===== config.mk =====
export PLATFORM = sky130hd
export DESIGN_NAME = kto_ram
export DESIGN_NICKNAME = d
export VERILOG_FILES = /design/src/rtl/core/kto_ram.sv
export SDC_FILE = /design/constraint.sdc
export NUM_CORES = 1
export LEC_CHECK = 0
export BUFFER_PORTS_ARGS = -buffer_cell sky130_fd_sc_hd__buf_2
export CELL_PAD_IN_SITES_DETAIL_PLACEMENT = 0
export CELL_PAD_IN_SITES_GLOBAL_PLACEMENT = 1
export CORE_MARGIN = 5
export CORE_UTILIZATION = 45
export CTS_CLUSTER_SIZE = 12
export DETAILED_ROUTE_END_ITERATION = 12
export PLACE_DENSITY_LB_ADDON = 0.1
export SLEW_MARGIN = 10
export SYNTH_ARGS = -nofsm -noshare
export SYNTH_HDL_FRONTEND = slang
export SYNTH_SLANG_ARGS = --single-unit

===== constraint.sdc =====
create_clock -name clk -period 2.55 [get_ports clk]
set_clock_uncertainty 0.1 [all_clocks]
set_input_delay 0.765 -clock clk [delete_from_list [all_inputs] [get_ports clk]]
set_output_delay 0.765 -clock clk [all_outputs]
set_load 0.05 [all_outputs]

===== src/rtl/core/kto_ram.sv =====
// generic single-port-write, single-read ram with registered read data
// no dependencies
`default_nettype none
module kto_ram #(
  parameter int unsigned Width = 8,
  parameter int unsigned Depth = 32
) (
  input  wire logic                     clk,
  input  wire logic                     we,
  input  wire logic [$clog2(Depth)-1:0] waddr,
  input  wire logic [Width-1:0]         wdata,
  input  wire logic [$clog2(Depth)-1:0] raddr,
  output logic      [Width-1:0]         rdata
);
  logic [Width-1:0] mem [Depth];
  always_ff @(posedge clk) begin
    if (we) begin
      mem[waddr] <= wdata;
    end
    rdata <= mem[raddr];
  end
endmodule
`default_nettype wire


# --- Word-level counts from Yosys, hierarchy flattened ---
# Memory sizes are Yosys's and may differ from the RTL's. A register that Yosys moved wholly into a read port is not among the register bits.
# Index checks and enable logic that the tools add are counted.
op_classes:
  n_mux: 2
ops:
  columns: ["operator", "n"]
  rows:
  - ["1-bit 2-to-1 mux", 2]
totals:
  register_bits: 0
  mem_bits_rw: 256
  n_memories: 1
mem_list:
  columns: ["memory", "words", "width", "read_ports", "rd_ports_with_merged_regs", "wr", "line_no", "rtl"]
  rows:
  - ["mem", 32, 8, 1, 1, 1, "15", "logic [Width-1:0] mem [Depth];"]

# --- Longest topological paths before layout ---
# Gate-level depths: netlist (run 1).
logic_depth:
  word_depth: 2
  mapped_depth: 5

# --- Worst setup path before layout (run 1) ---
# No wires, ideal clock.
synth_timing:
  path_type: "input -> register"
  from: "input raddr[2]"
  to: "register rdata[0], read port of mem"
  setup_time_ns: 0.121
  arrival_ns: 2.447
  setup_slack_ns: -0.117
  cell_stages: 5
  path_buffers: 2
  path_cell_list: "clkbuf_1 -> clkbuf_1 -> mux4_2 -> mux4_2 -> mux2_2"
synth_lines:
  columns: ["element", "line_no", "rtl"]
  rows:
  - ["from (decl)", "12", "input wire logic [$clog2(Depth)-1:0] raddr,"]
  - ["to (decl)", "13", "output logic [Width-1:0] rdata"]

==> summary.md, run 1 <==
The run finished with clean final reports. Setup repair after global routing left no endpoint under its margin. The ratio of total power to cell area is 780 mW/mm², and the count of warnings emitted by yosys is 0. For the maximum resistive drop on vdd, the log shows 0.389 mV. The first TritonRoute pass finished after 5 iterations.

Compared with the post-synthesis result, the final layout area differs by 16.3%. For this run the aggregate overflow at the end of global routing stands at 0. The count of endpoints failing hold in the final timing report came out at 0. The tools report the post-cts hold buffer count as 0. In this run, CTS created clock tree buffers numbering 27. Dividing the detail-routed wire length by the instance count gives 26.6 µm. In this run the most critical hold path is launched from raddr[3]. After synthesis, flip-flops and latches occupy 78.1% of the total area. Buffers added to address setup during post-CTS repair amount to 0. The min-delay analysis places its worst path in the category primary input to flip-flop. Summing all multi-input logic gate instances after layout gives 0.00210 mm².

The post-route fraction of the period consumed by the critical path works out to 87.2%. In the synthesized netlist, the number of instances is 417. The completed layout was analyzed and its total power is 0.00912 W. The area of all placed cells without fillers was 0.0117 mm²; the violation count after the first detailed-routing iteration was 391. Detailed routing inserted a total of 4,562 vias. The max-slew violation count was 0. The worst setup path is launched from a primary input. In the routed design, unresolved DRC markers number 0.

The H-tree depth was 1; the minimum clock period after layout was 2.22 ns. The post-layout utilization of the core was 53.4%. The first global-routing pass estimated 31,500 µm of wire. Cells with a size suffix above 1 make up 37.7% of the layout.

Root buffer selected by CTS: sky130_fd_sc_hd__clkbuf_16. Summing all placed instances gives a cell area of 0.0109 mm². Port buffering added 27 buffers.

When the netlist entered floorplanning its net count stood at 437. Global routing consumed, over all layers together, 16.6% of the routing resources. The mean area per synthesized cell works out to 24.1 µm². The number of core rows was 54.

Initial core utilization: 45.9%. In this run the vertical extent of the chip is 159 µm. The leading cell type in the layout, fill and taps excluded was sky130_fd_sc_hd__edfxtp_1. Leaving out fill and tap cells, the most frequent cells in the layout are 256 x sky130_fd_sc_hd__edfxtp_1, 80 x sky130_fd_sc_hd__mux4_2, 40 x sky130_fd_sc_hd__buf_4, 33 x sky130_fd_sc_hd__nor2_1, 27 x sky130_fd_sc_hd__clkbuf_16. The startpoint identified for the worst register-to-register timing path is mem[5][1]. The worst pin sits at a relative slew slack of 57.8%.

For the pin with the worst max-slew slack, the measured transition is 0.633 ns. Data arrives at the worst endpoint at 2.53 ns. The leakage power total was 3.74 nW. Counting the fill cells in the layout gives 1,705.

The number of gates resized after CTS was 0. The library cell with the largest summed area after synthesis was sky130_fd_sc_hd__edfxtp_1. The peak fanout along the critical path was 15; the source-to-sink clock delay at the later pin of the worst-skew pair was 0.51 ns.

The detailed placement HPWL is 13,500 µm, and the total of flip-flops plus latches after synthesis is 264. In the routed layout, each cell is associated on average with a via count of 5.73. The setup violation total in the final timing report is 0, and the setup TNS is 0 ns.

For this design the top-level I/O count stands at 28. The netlist area before placement was 0.0101 mm². The clock-pin transition on the worst setup and hold timing paths is 0.06 ns.

Entering global routing, the biggest net connects 33 pins. In the post-synthesis netlist, the biggest area contributors are sky130_fd_sc_hd__edfxtp_1 76%, sky130_fd_sc_hd__mux4_2 18%, sky130_fd_sc_hd__dfxtp_1 1.6%, sky130_fd_sc_hd__nor2_1 1.2%, sky130_fd_sc_hd__mux2_2 0.90%. Counting cells, the worst reg-to-reg path comes to 3. The launching element of the worst setup path is raddr[0]. For the placeable core region, the log shows 0.0219 mm².

The run gives 0.756 as the global placer's final weighted congestion. The via count of the first global-routing pass came out at 4,679. The maximum clock path buffer count was 3; the area share of the largest cell type after synthesis was 76.5%. Counting instances, the worst hold path has a depth of 2. The critical path is of the primary input to flip-flop type. TritonCTS built the clock tree. The run gives 0.450 GHz as the maximum clock frequency.

The routed wire length was 21,100 µm. CTS saw 264 sinks. Across the run, the number of max-cap violations was 0. The logs give 15 for the number of unique standard cell types used by synthesis and 0 for the number of routed nets with antenna violations. Number of antenna violations at the first check in global routing: 0. The final layout contains 519 nets. For the total die area, the log shows 0.0254 mm².

The category of the worst setup path capture point was a flip-flop. The logs give 2.85 ns for the critical path data required time and 0.00785 mm² for the flip-flop and latch area. In this run the horizontal extent of the chip is 159 µm.
[cells in the mapped netlist (all sizes together)]
| cell type | number |
|---|---|
| buf | 14 |
| clkbuf | 6 |
| dfxtp | 8 |
| edfxtp | 256 |
| mux2 | 8 |
| mux4 | 80 |
| nand2 | 1 |
| nand3 | 2 |
| nand3b | 5 |
| nor2 | 33 |
| or3 | 1 |
| or3b | 3 |
[flip-flops by register name, summed over array words and instances (netlist names)]
register and flops:
mem 256, rdata 8
[stage by stage]
stage | hold slack [ns] | setup slack, ns | instances
after floorplan | 0.764 | 0.0146 | 417
after global placement | 0.790 | -0.213 | 750
after detailed placement | 0.791 | -0.219 | 750
after CTS | 0.597 | 0.307 | 795
after global routing | 0.600 | 0.276 | 795
final | 0.612 | 0.327 | 796
[layer usage]
layer / part of all wire, % / global-route usage [%]
met5: 0 / 0
met4: 1.0 / 2.75
met3: 7.3 / 3.75
met2: 45 / 23.9
met1: 47 / 26.6
[report_power, final]
group / leakage [nW] / internal (W) / switching, W
Sequential: 2.37 / 0.00483 / 0.0000310
Clock: 0.394 / 0.00224 / 0.00148
Combinational: 0.974 / 0.000221 / 0.000316
[layout make-up]
| cell class | instances | share of cell area [%] |
|---|---|---|
| diodes | 1 | 0.0214 |
| clock buffers | 39 | 6.16 |
| clock inverters | 6 | 0.867 |
| multi-input cells | 133 | 18.0 |
| flip-flops and latches | 264 | 67.1 |
| well taps | 280 | 3.00 |
| repair buffers | 73 | 4.88 |
[path summary, 6_finish.rpt]
| kind | end | slack [ns] |
|---|---|---|
| worst max register to register | rdata[1] | 0.61 |
| worst min-delay path | rdata[6] | 0.61 |
| worst min register to register | rdata[4] | 0.81 |
| worst max-delay path | rdata[3] | 0.33 |
[critical path, cell delays in order]
cell and delay [ns]:
sky130_fd_sc_hd__buf_4 0.16, sky130_fd_sc_hd__buf_12 0.19, sky130_fd_sc_hd__mux4_2 0.59, sky130_fd_sc_hd__mux4_2 0.53
sky130_fd_sc_hd__mux2_2 0.28
[cell families after synthesis]
kind of cell           synth area share [%]
and+or+nand+nor                        2.07
buffers and inverters                  1.06
DFF                                    78.1
muxes                                  18.8
Note: power is estimated with default switching activity, not from simulation.
==> run 2: changes to the inputs <==
Settings changed: REMOVE_ABC_BUFFERS set to 1.
==> run 2 against run 1 <==
Compared with the run above:
- clock power barely moved
- die area did not move
- worst hold slack lost 0.0012 ns
- final cell count rose by 0.38%
- register-to-register slack got worse by 0.04 ns
- design area is 0.84% higher
- highest routed layer unchanged
- combinational power increased by 4.5%
==> summary.md, run 2 (synthesis gave the netlist of run 1 again) <==
The run gives 0 (unchanged) as the post-cts hold buffer count. Relative to the synthesized area, the layout overhead comes to 17.3%. Number of cells traversed by the worst register-to-register path: 3 (unchanged). The critical path depth in cells was 6 (+1); the number of diodes added for antenna fixing was 0 (-1). The tools report the worst slack at placement as -0.290 ns (-0.0707 ns). The logs give 4,579 (+0.37%) for the detailed-route via count and 0.267 ns (-0.0601 ns) for the final setup slack of the worst path. The logs give 0.611 ns (-0.00122 ns) for the hold slack and 0.53 ns (+0.02 ns) for the source-to-sink clock delay at the later pin of the worst-skew pair.

The run gives 0 (unchanged) as the max-slew violation count. The run gives 0.57 ns (-0.04 ns) as the setup slack of the worst register-to-register path. The ratio of total power to cell area is 774 mW/mm² (-0.74%), and the area of all placed cells without fillers is 0.0118 mm² (+0.84%). Grouping stages by cell kind, the critical path spends the most delay in multiplexers. For the total die area, the log shows 0.0254 mm² (unchanged). The logs give 53.9% (+0.45 points) for the post-layout utilization of the core and 0.00785 mm² (unchanged) for the flip-flop and latch area. For the maximum clock frequency, the log shows 0.438 GHz (-2.6%). Die height: 159 µm (unchanged). The category of the worst setup path capture point was a flip-flop. The transition at the pin with the smallest max-transition slack was 0.655 ns (+0.0218 ns). The routed via count divided by cell count was 5.73 (about the same). The number of routed nets with antenna violations is 0 (unchanged). The placeable core region is 0.0219 mm² (unchanged).

The overall fraction of global-route tracks in use is 17.4% (+0.77 points). Leaving out fill and tap cells, the most frequent cell in the layout is sky130_fd_sc_hd__edfxtp_1. In this run the worst setup path terminates at rdata[5].

The area after detailed placement is 0.0109 mm² (+0.69%). The flow ran to the end, and the final reports show no timing, DRC or antenna violations. For the global placer's final weighted congestion, the log shows 0.762 (+0.79%). Startpoint of the most critical register-to-register path: mem[29][5]. Cell type of the slowest stage on the worst timing path: sky130_fd_sc_hd__mux4_2.

The critical path buffer and inverter count is 3 (+1). The die width is 159 µm (unchanged), and the number of buffers inserted by port buffering is 27 (unchanged). The number of core rows came out at 54 (unchanged).

The setup violation total in the final timing report was 0 (unchanged). In this run the worst setup path begins at raddr[0]. The post-detailed-route wirelength per cell was 27.3 µm (+2.8%).

The critical path goes through buf_4 > buf_12 > buf_12 > mux4_2 > mux4_2 > mux2_2. For the area of the multi-input gates, the log shows 0.00210 mm² (unchanged). For the max-slew headroom at the worst pin, the log shows 56.3% (-1.5 points). The logs give 3 (unchanged) for the maximum clock path buffer count and 2.60 ns (+0.07 ns) for the data arrival time of the worst path. The number of cells upsized or downsized after cts is 0 (unchanged). Leaving out fill and tap cells, the most frequent cells in the layout are 256 x sky130_fd_sc_hd__edfxtp_1, 80 x sky130_fd_sc_hd__mux4_2, 34 x sky130_fd_sc_hd__buf_4, 33 x sky130_fd_sc_hd__nor2_1, 29 x sky130_fd_sc_hd__clkbuf_16. Detailed placement HPWL: 14,200 µm (+4.6%). The DRC violation count after routing is 0 (unchanged). The largest stage delay on the critical path was 0.57 ns (-0.02 ns). The tools report the via count of the first global-routing pass as 4,807 (+2.7%). The run gives 520 (+0.19%) as the final-stage net count. The largest net degree at the start of global routing was 33 (unchanged); the count of max-cap constraint violations was 0 (unchanged). The share of final-layout standard cells stronger than drive strength 1 works out to 38.7% (+1.1 points). The tree is rooted in a sky130_fd_sc_hd__clkbuf_16.

TritonCTS built the clock tree. The critical path in this run is classified as primary input to flip-flop. The peak fanout along the critical path works out to 7 (-8).

The tools report the initial core utilization as 45.9% (unchanged). The clock-pin transition on the worst setup and hold timing paths was 0.06 ns (about the same); the detailed-router iteration count before antenna repair was 5 (unchanged). For the routed wire length, the log shows 21,800 µm (+3.2%). The total grt overflow came out at 0 (unchanged). Minimum clock period after layout: 2.28 ns (+0.0601 ns).

The path class of the tightest hold or removal check is primary input to flip-flop. The number of flip-flops under the largest register name was 256 (unchanged); the total chip power was 0.00913 W (about the same). Setup repair after global routing left no endpoint under its margin. The run gives 28 (+3.7%) as the number of buffers inserted during clock tree synthesis. The endpoint identified for the worst register-to-register timing path is rdata[5].

For the count of endpoints failing hold in the final timing report, the log shows 0 (unchanged). The largest registers in the layout are mem: 256 flops, rdata: 8 flops. The number of sinks handled by clock tree synthesis is 264 (unchanged). The critical path launch point type is a primary input. The number of filler instances in the final layout is 1,717 (+0.70%). The number of top-level pins is 28 (unchanged). The tools report the number of antenna violations at the first check in global routing as 2 (+2). The leakage power total is 3.79 nW (+1.3%), and the maximum resistive drop on vdd is 0.534 mV (+37%). The run gives 411 (+5.1%) as the violation count after the first detailed-routing iteration. The post-CTS setup buffer count was 0 (unchanged). The H-tree depth came out at 1 (unchanged). The first-pass GRT wire length was 32,800 µm (+4.1%). The critical path data required time came out at 2.86 ns (about the same). Register ranked first by flip-flop count: mem. Post-route fraction of the period consumed by the critical path: 89.5% (+2.4 points).
-- run 2: changes by cell type in the layout (fill, tap and decap cells not counted), sizes merged --
cell,delta
bufinv,-3
clkinv,+4
clkbuf,+2
clkinvlp,+1
diode,-1
-- run 2: layout make-up --
class / count / area share [%]
clock buffers: 41 / 6.88
clock inverters: 8 / 0.318
flip-flops and latches: 264 / 66.6
repair buffers: 73 / 5.48
multi-input cells: 133 / 17.8
well taps: 280 / 2.97
-- run 2: worst register-to-register path: cells and delay by family, from the launching register on --
kind | cells | cell delay [ns]
flops | 1 | 0.36
mux | 3 | 1.41
-- run 2: metal layers --
layer  routed length, µm  up-vias  GRT usage [%]
met3                1260       37           3.70
li1                    -     1944              -
met2               10000      133           26.1
met5                   0        -              0
met4                 575        0           4.34
met1                9960     2465           26.3
-- run 2: worst min-delay path by stage --
stage                           from         to  slack [ns]  cells past startpoint
after floorplan             wdata[0]  mem[0][0]        0.76                      0
after global placement    mem[23][5]   rdata[5]        0.78                      3
after detailed placement  mem[29][2]   rdata[2]        0.79                      3
after CTS                   raddr[3]   rdata[7]        0.59                      2
after global routing        raddr[3]   rdata[7]        0.61                      2
final                       raddr[3]   rdata[7]        0.61                      2
-- run 2: per-stage QoR --
step           instances  TNS, ns
2_1_floorplan        397        0
3_3_place_gp         750    -1.78
3_5_place_dp         750    -1.82
4_1_cts              799        0
5_1_grt              799        0
6_report             799        0
-- run 2: power by group --
part | switching, W | internal, W | leakage (nW) | total [W]
combinational | 0.000327 | 0.000234 | 1.00 | 0.000561
sequential | 0.0000259 | 0.00483 | 2.37 | 0.00485
clock | 0.00154 | 0.00218 | 0.414 | 0.00371
==> run 3: changes to the inputs <==
Settings changed: CTS_BUF_LIST set to sky130_fd_sc_hd__clkbuf_16.
==> run 3 against run 2 <==
Compared with the run above:
- count of clock-buffer cells in the layout is 12 lower
- critical path depth is the same
- core utilization shrank 0.18 points
- routed wire length about the same
- via count up 0.15%
- non-clock buffer count unchanged
- sequential cell count is the same
- combinational power about the same
- total power decreased by 1.8%
- worst hold slack improved by 0.0023 ns
- clock power down 4%
- first-iteration DRC count down 10%
- largest power group unchanged
- highest routed layer unchanged
==> summary.md, run 3 (synthesis gave the netlist of run 1 again) <==
The DRC violation count after routing was 0 (unchanged). The tools report the combinational power share as 6.3% (about the same). Total grt overflow: 0 (unchanged). The path type of the worst min-delay path is primary input to flip-flop. The root buffer selected by CTS was sky130_fd_sc_hd__clkbuf_16. The routed via count divided by cell count was 5.74 (+0.15%). The largest stage delay on the critical path is 0.59 ns (+0.02 ns).

TritonCTS built the clock tree. The register ranked first by flip-flop count was mem. The run gives 0.0254 mm² (unchanged) as the total die area.

The tools report the max-slew headroom at the worst pin as 55.9% (-0.43 points). The worst slack at placement came out at -0.290 ns (unchanged). The number of routed nets with antenna violations came out at 0 (unchanged). The die width works out to 159 µm (unchanged). The tools report the first-pass GRT wire length as 32,800 µm (about the same).

The logs give 28 (unchanged) for the number of buffers inserted during clock tree synthesis and 0 (unchanged) for the max-slew violation count. The number of cells upsized or downsized after cts is 0 (unchanged). The overall fraction of global-route tracks in use was 17.4% (about the same); the share of total power consumed by net switching was 21.0% (+0.28 points). For the violation count after the first detailed-routing iteration, the log shows 370 (-10%). The count of endpoints failing hold in the final timing report is 0 (unchanged), and the post-CTS setup buffer count is 0 (unchanged). Number of flip-flops under the largest register name: 256 (unchanged).

The critical path data required time came out at 2.86 ns (about the same). The ratio of total power to cell area is 763 mW/mm² (-1.4%). For the post-cts hold buffer count, the log shows 0 (unchanged). The run gives 4,807 (unchanged) as the via count of the first global-routing pass. The placeable core region came out at 0.0219 mm² (unchanged). Global placer's final weighted congestion: 0.762 (unchanged). The worst setup path is launched from a primary input. The H-tree depth is 1 (unchanged), and the leakage power total is 3.80 nW (+0.28%). Share of final-layout standard cells stronger than drive strength 1: 38.0% (-0.77 points).

The layout overhead on the synthesized area works out to 16.9%. The sequential group share of total power is 54.1% (+0.9 points), and the number of top-level pins is 28 (unchanged). The tools report the number of antenna violations at the first check in global routing as 2 (unchanged).

Setup repair after global routing left no endpoint under its margin. The data arrival time of the worst path was 2.61 ns (about the same). Maximum clock path buffer count: 3 (unchanged). The flow ran to the end, and the final reports show no timing, DRC or antenna violations.

The final setup slack of the worst path was 0.248 ns (-0.0189 ns). Leading cell type in the layout, fill and taps excluded: sky130_fd_sc_hd__edfxtp_1. The number of buffers inserted by port buffering came out at 27 (unchanged). The die height is 159 µm (unchanged). The detailed placement HPWL was 14,200 µm (unchanged); the post-detailed-route wirelength per cell was 27.3 µm (about the same). The largest registers in the layout are mem: 256 flops, rdata: 8 flops. Among all stages on the critical path, the largest delay is contributed by sky130_fd_sc_hd__mux4_2. The number of diodes added for antenna fixing is 0 (unchanged), and the internal power summed over all cells is 0.00708 W (-2.1%). Walking the worst path, the cells encountered are buf_4 > buf_12 > buf_12 > mux4_2 > mux4_2 > mux2_2.

The maximum clock frequency came out at 0.434 GHz (-0.82%). Setup slack of the worst register-to-register path: 0.56 ns (about the same). The critical path starts at raddr[0]. STA classifies the critical path endpoint as a flip-flop. In the layout the commonest cells are 256 x sky130_fd_sc_hd__edfxtp_1, 80 x sky130_fd_sc_hd__mux4_2, 34 x sky130_fd_sc_hd__buf_4, 33 x sky130_fd_sc_hd__nor2_1, 29 x sky130_fd_sc_hd__clkbuf_16.

The minimum clock period after layout is 2.30 ns (+0.0189 ns), and the transition at the pin with the smallest max-transition slack is 0.661 ns (+0.00645 ns). The clock-pin transition on the worst setup and hold timing paths came out at 0.06 ns (about the same). The tools report the switching power as 0.00188 W (-0.43%). The number of sinks handled by clock tree synthesis was 264 (unchanged). The detailed-route via count was 4,586 (+0.15%); the peak fanout along the critical path was 7 (unchanged). Source of the worst hold timing path: raddr[3]. The tools report the final-stage net count as 520 (unchanged). The initial core utilization was 45.9% (unchanged); the setup TNS was 0 ns (unchanged). The detailed-router iteration count before antenna repair was 5 (unchanged); the part of the total power dissipated in the clock network was 39.6% (-1.1 points). Class of the most critical setup path: primary input to flip-flop.

The setup violation total in the final timing report was 0 (unchanged). The tools report the total chip power as 0.00897 W (-1.8%). The post-route fraction of the period consumed by the critical path is 90.3% (+0.74 points). The source-to-sink clock delay at the later pin of the worst-skew pair was 0.53 ns (about the same). The routed wire length came out at 21,800 µm (about the same). The startpoint of the most critical register-to-register path was mem[29][5]. Count of max-cap constraint violations: 0 (unchanged). The maximum resistive drop on vdd is 0.531 mV (-0.61%). Number of core rows: 54 (unchanged). The run gives 33 (unchanged) as the largest net degree at the start of global routing.
run 3: worst max-delay path: cells and delay by family:
family / cells / cell delay (ns)
muxes: 3 / 1.45
buffers and inverters: 3 / 0.41
run 3: final timing paths:
check / endpoint / cells past startpoint
worst min register to register: rdata[2] / 3
worst max-delay path: rdata[5] / 6
worst max register to register: rdata[5] / 3
worst min-delay path: rdata[7] / 2
run 3: area by class of cell:
class	count	area [µm²]
Clock buffer	29	726
Multi-Input combinational cell	133	2100
Sequential cell	264	7850
Timing Repair Buffer	73	646
Fill cell	1722	10100
Tap cell	280	350
Clock inverter	20	82.6
run 3: metrics by stage:
stage          util (%)  instances  hold WS [ns]  area (µm²)
6_report           53.7        799         0.613       11800
5_1_grt            53.7        799         0.609       11800
4_1_cts            53.7        799         0.588       11800
3_5_place_dp       50.0        750         0.793       10900
3_3_place_gp       50.0        750         0.777       10900
2_1_floorplan         -        397         0.764        9950
run 3: power by group through the flow:
stage	clock network (W)	registers [W]	logic (W)
2_1_floorplan	0	0.00499	0.000200
3_3_place_gp	0	0.00494	0.000566
3_5_place_dp	0	0.00494	0.000576
4_1_cts	0.00364	0.00485	0.000577
5_1_grt	0.00384	0.00485	0.000601
6_report	0.00355	0.00485	0.000562
run 3: layer usage:
metal	vias up	part of all wire [%]	wire length, µm	GRT usage [%]
met5	-	0	0	0
met4	0	2.6	573	4.30
met3	36	6.4	1400	3.70
met2	143	46	10100	26.1
met1	2465	45	9780	26.3
li1	1942	-	-	-
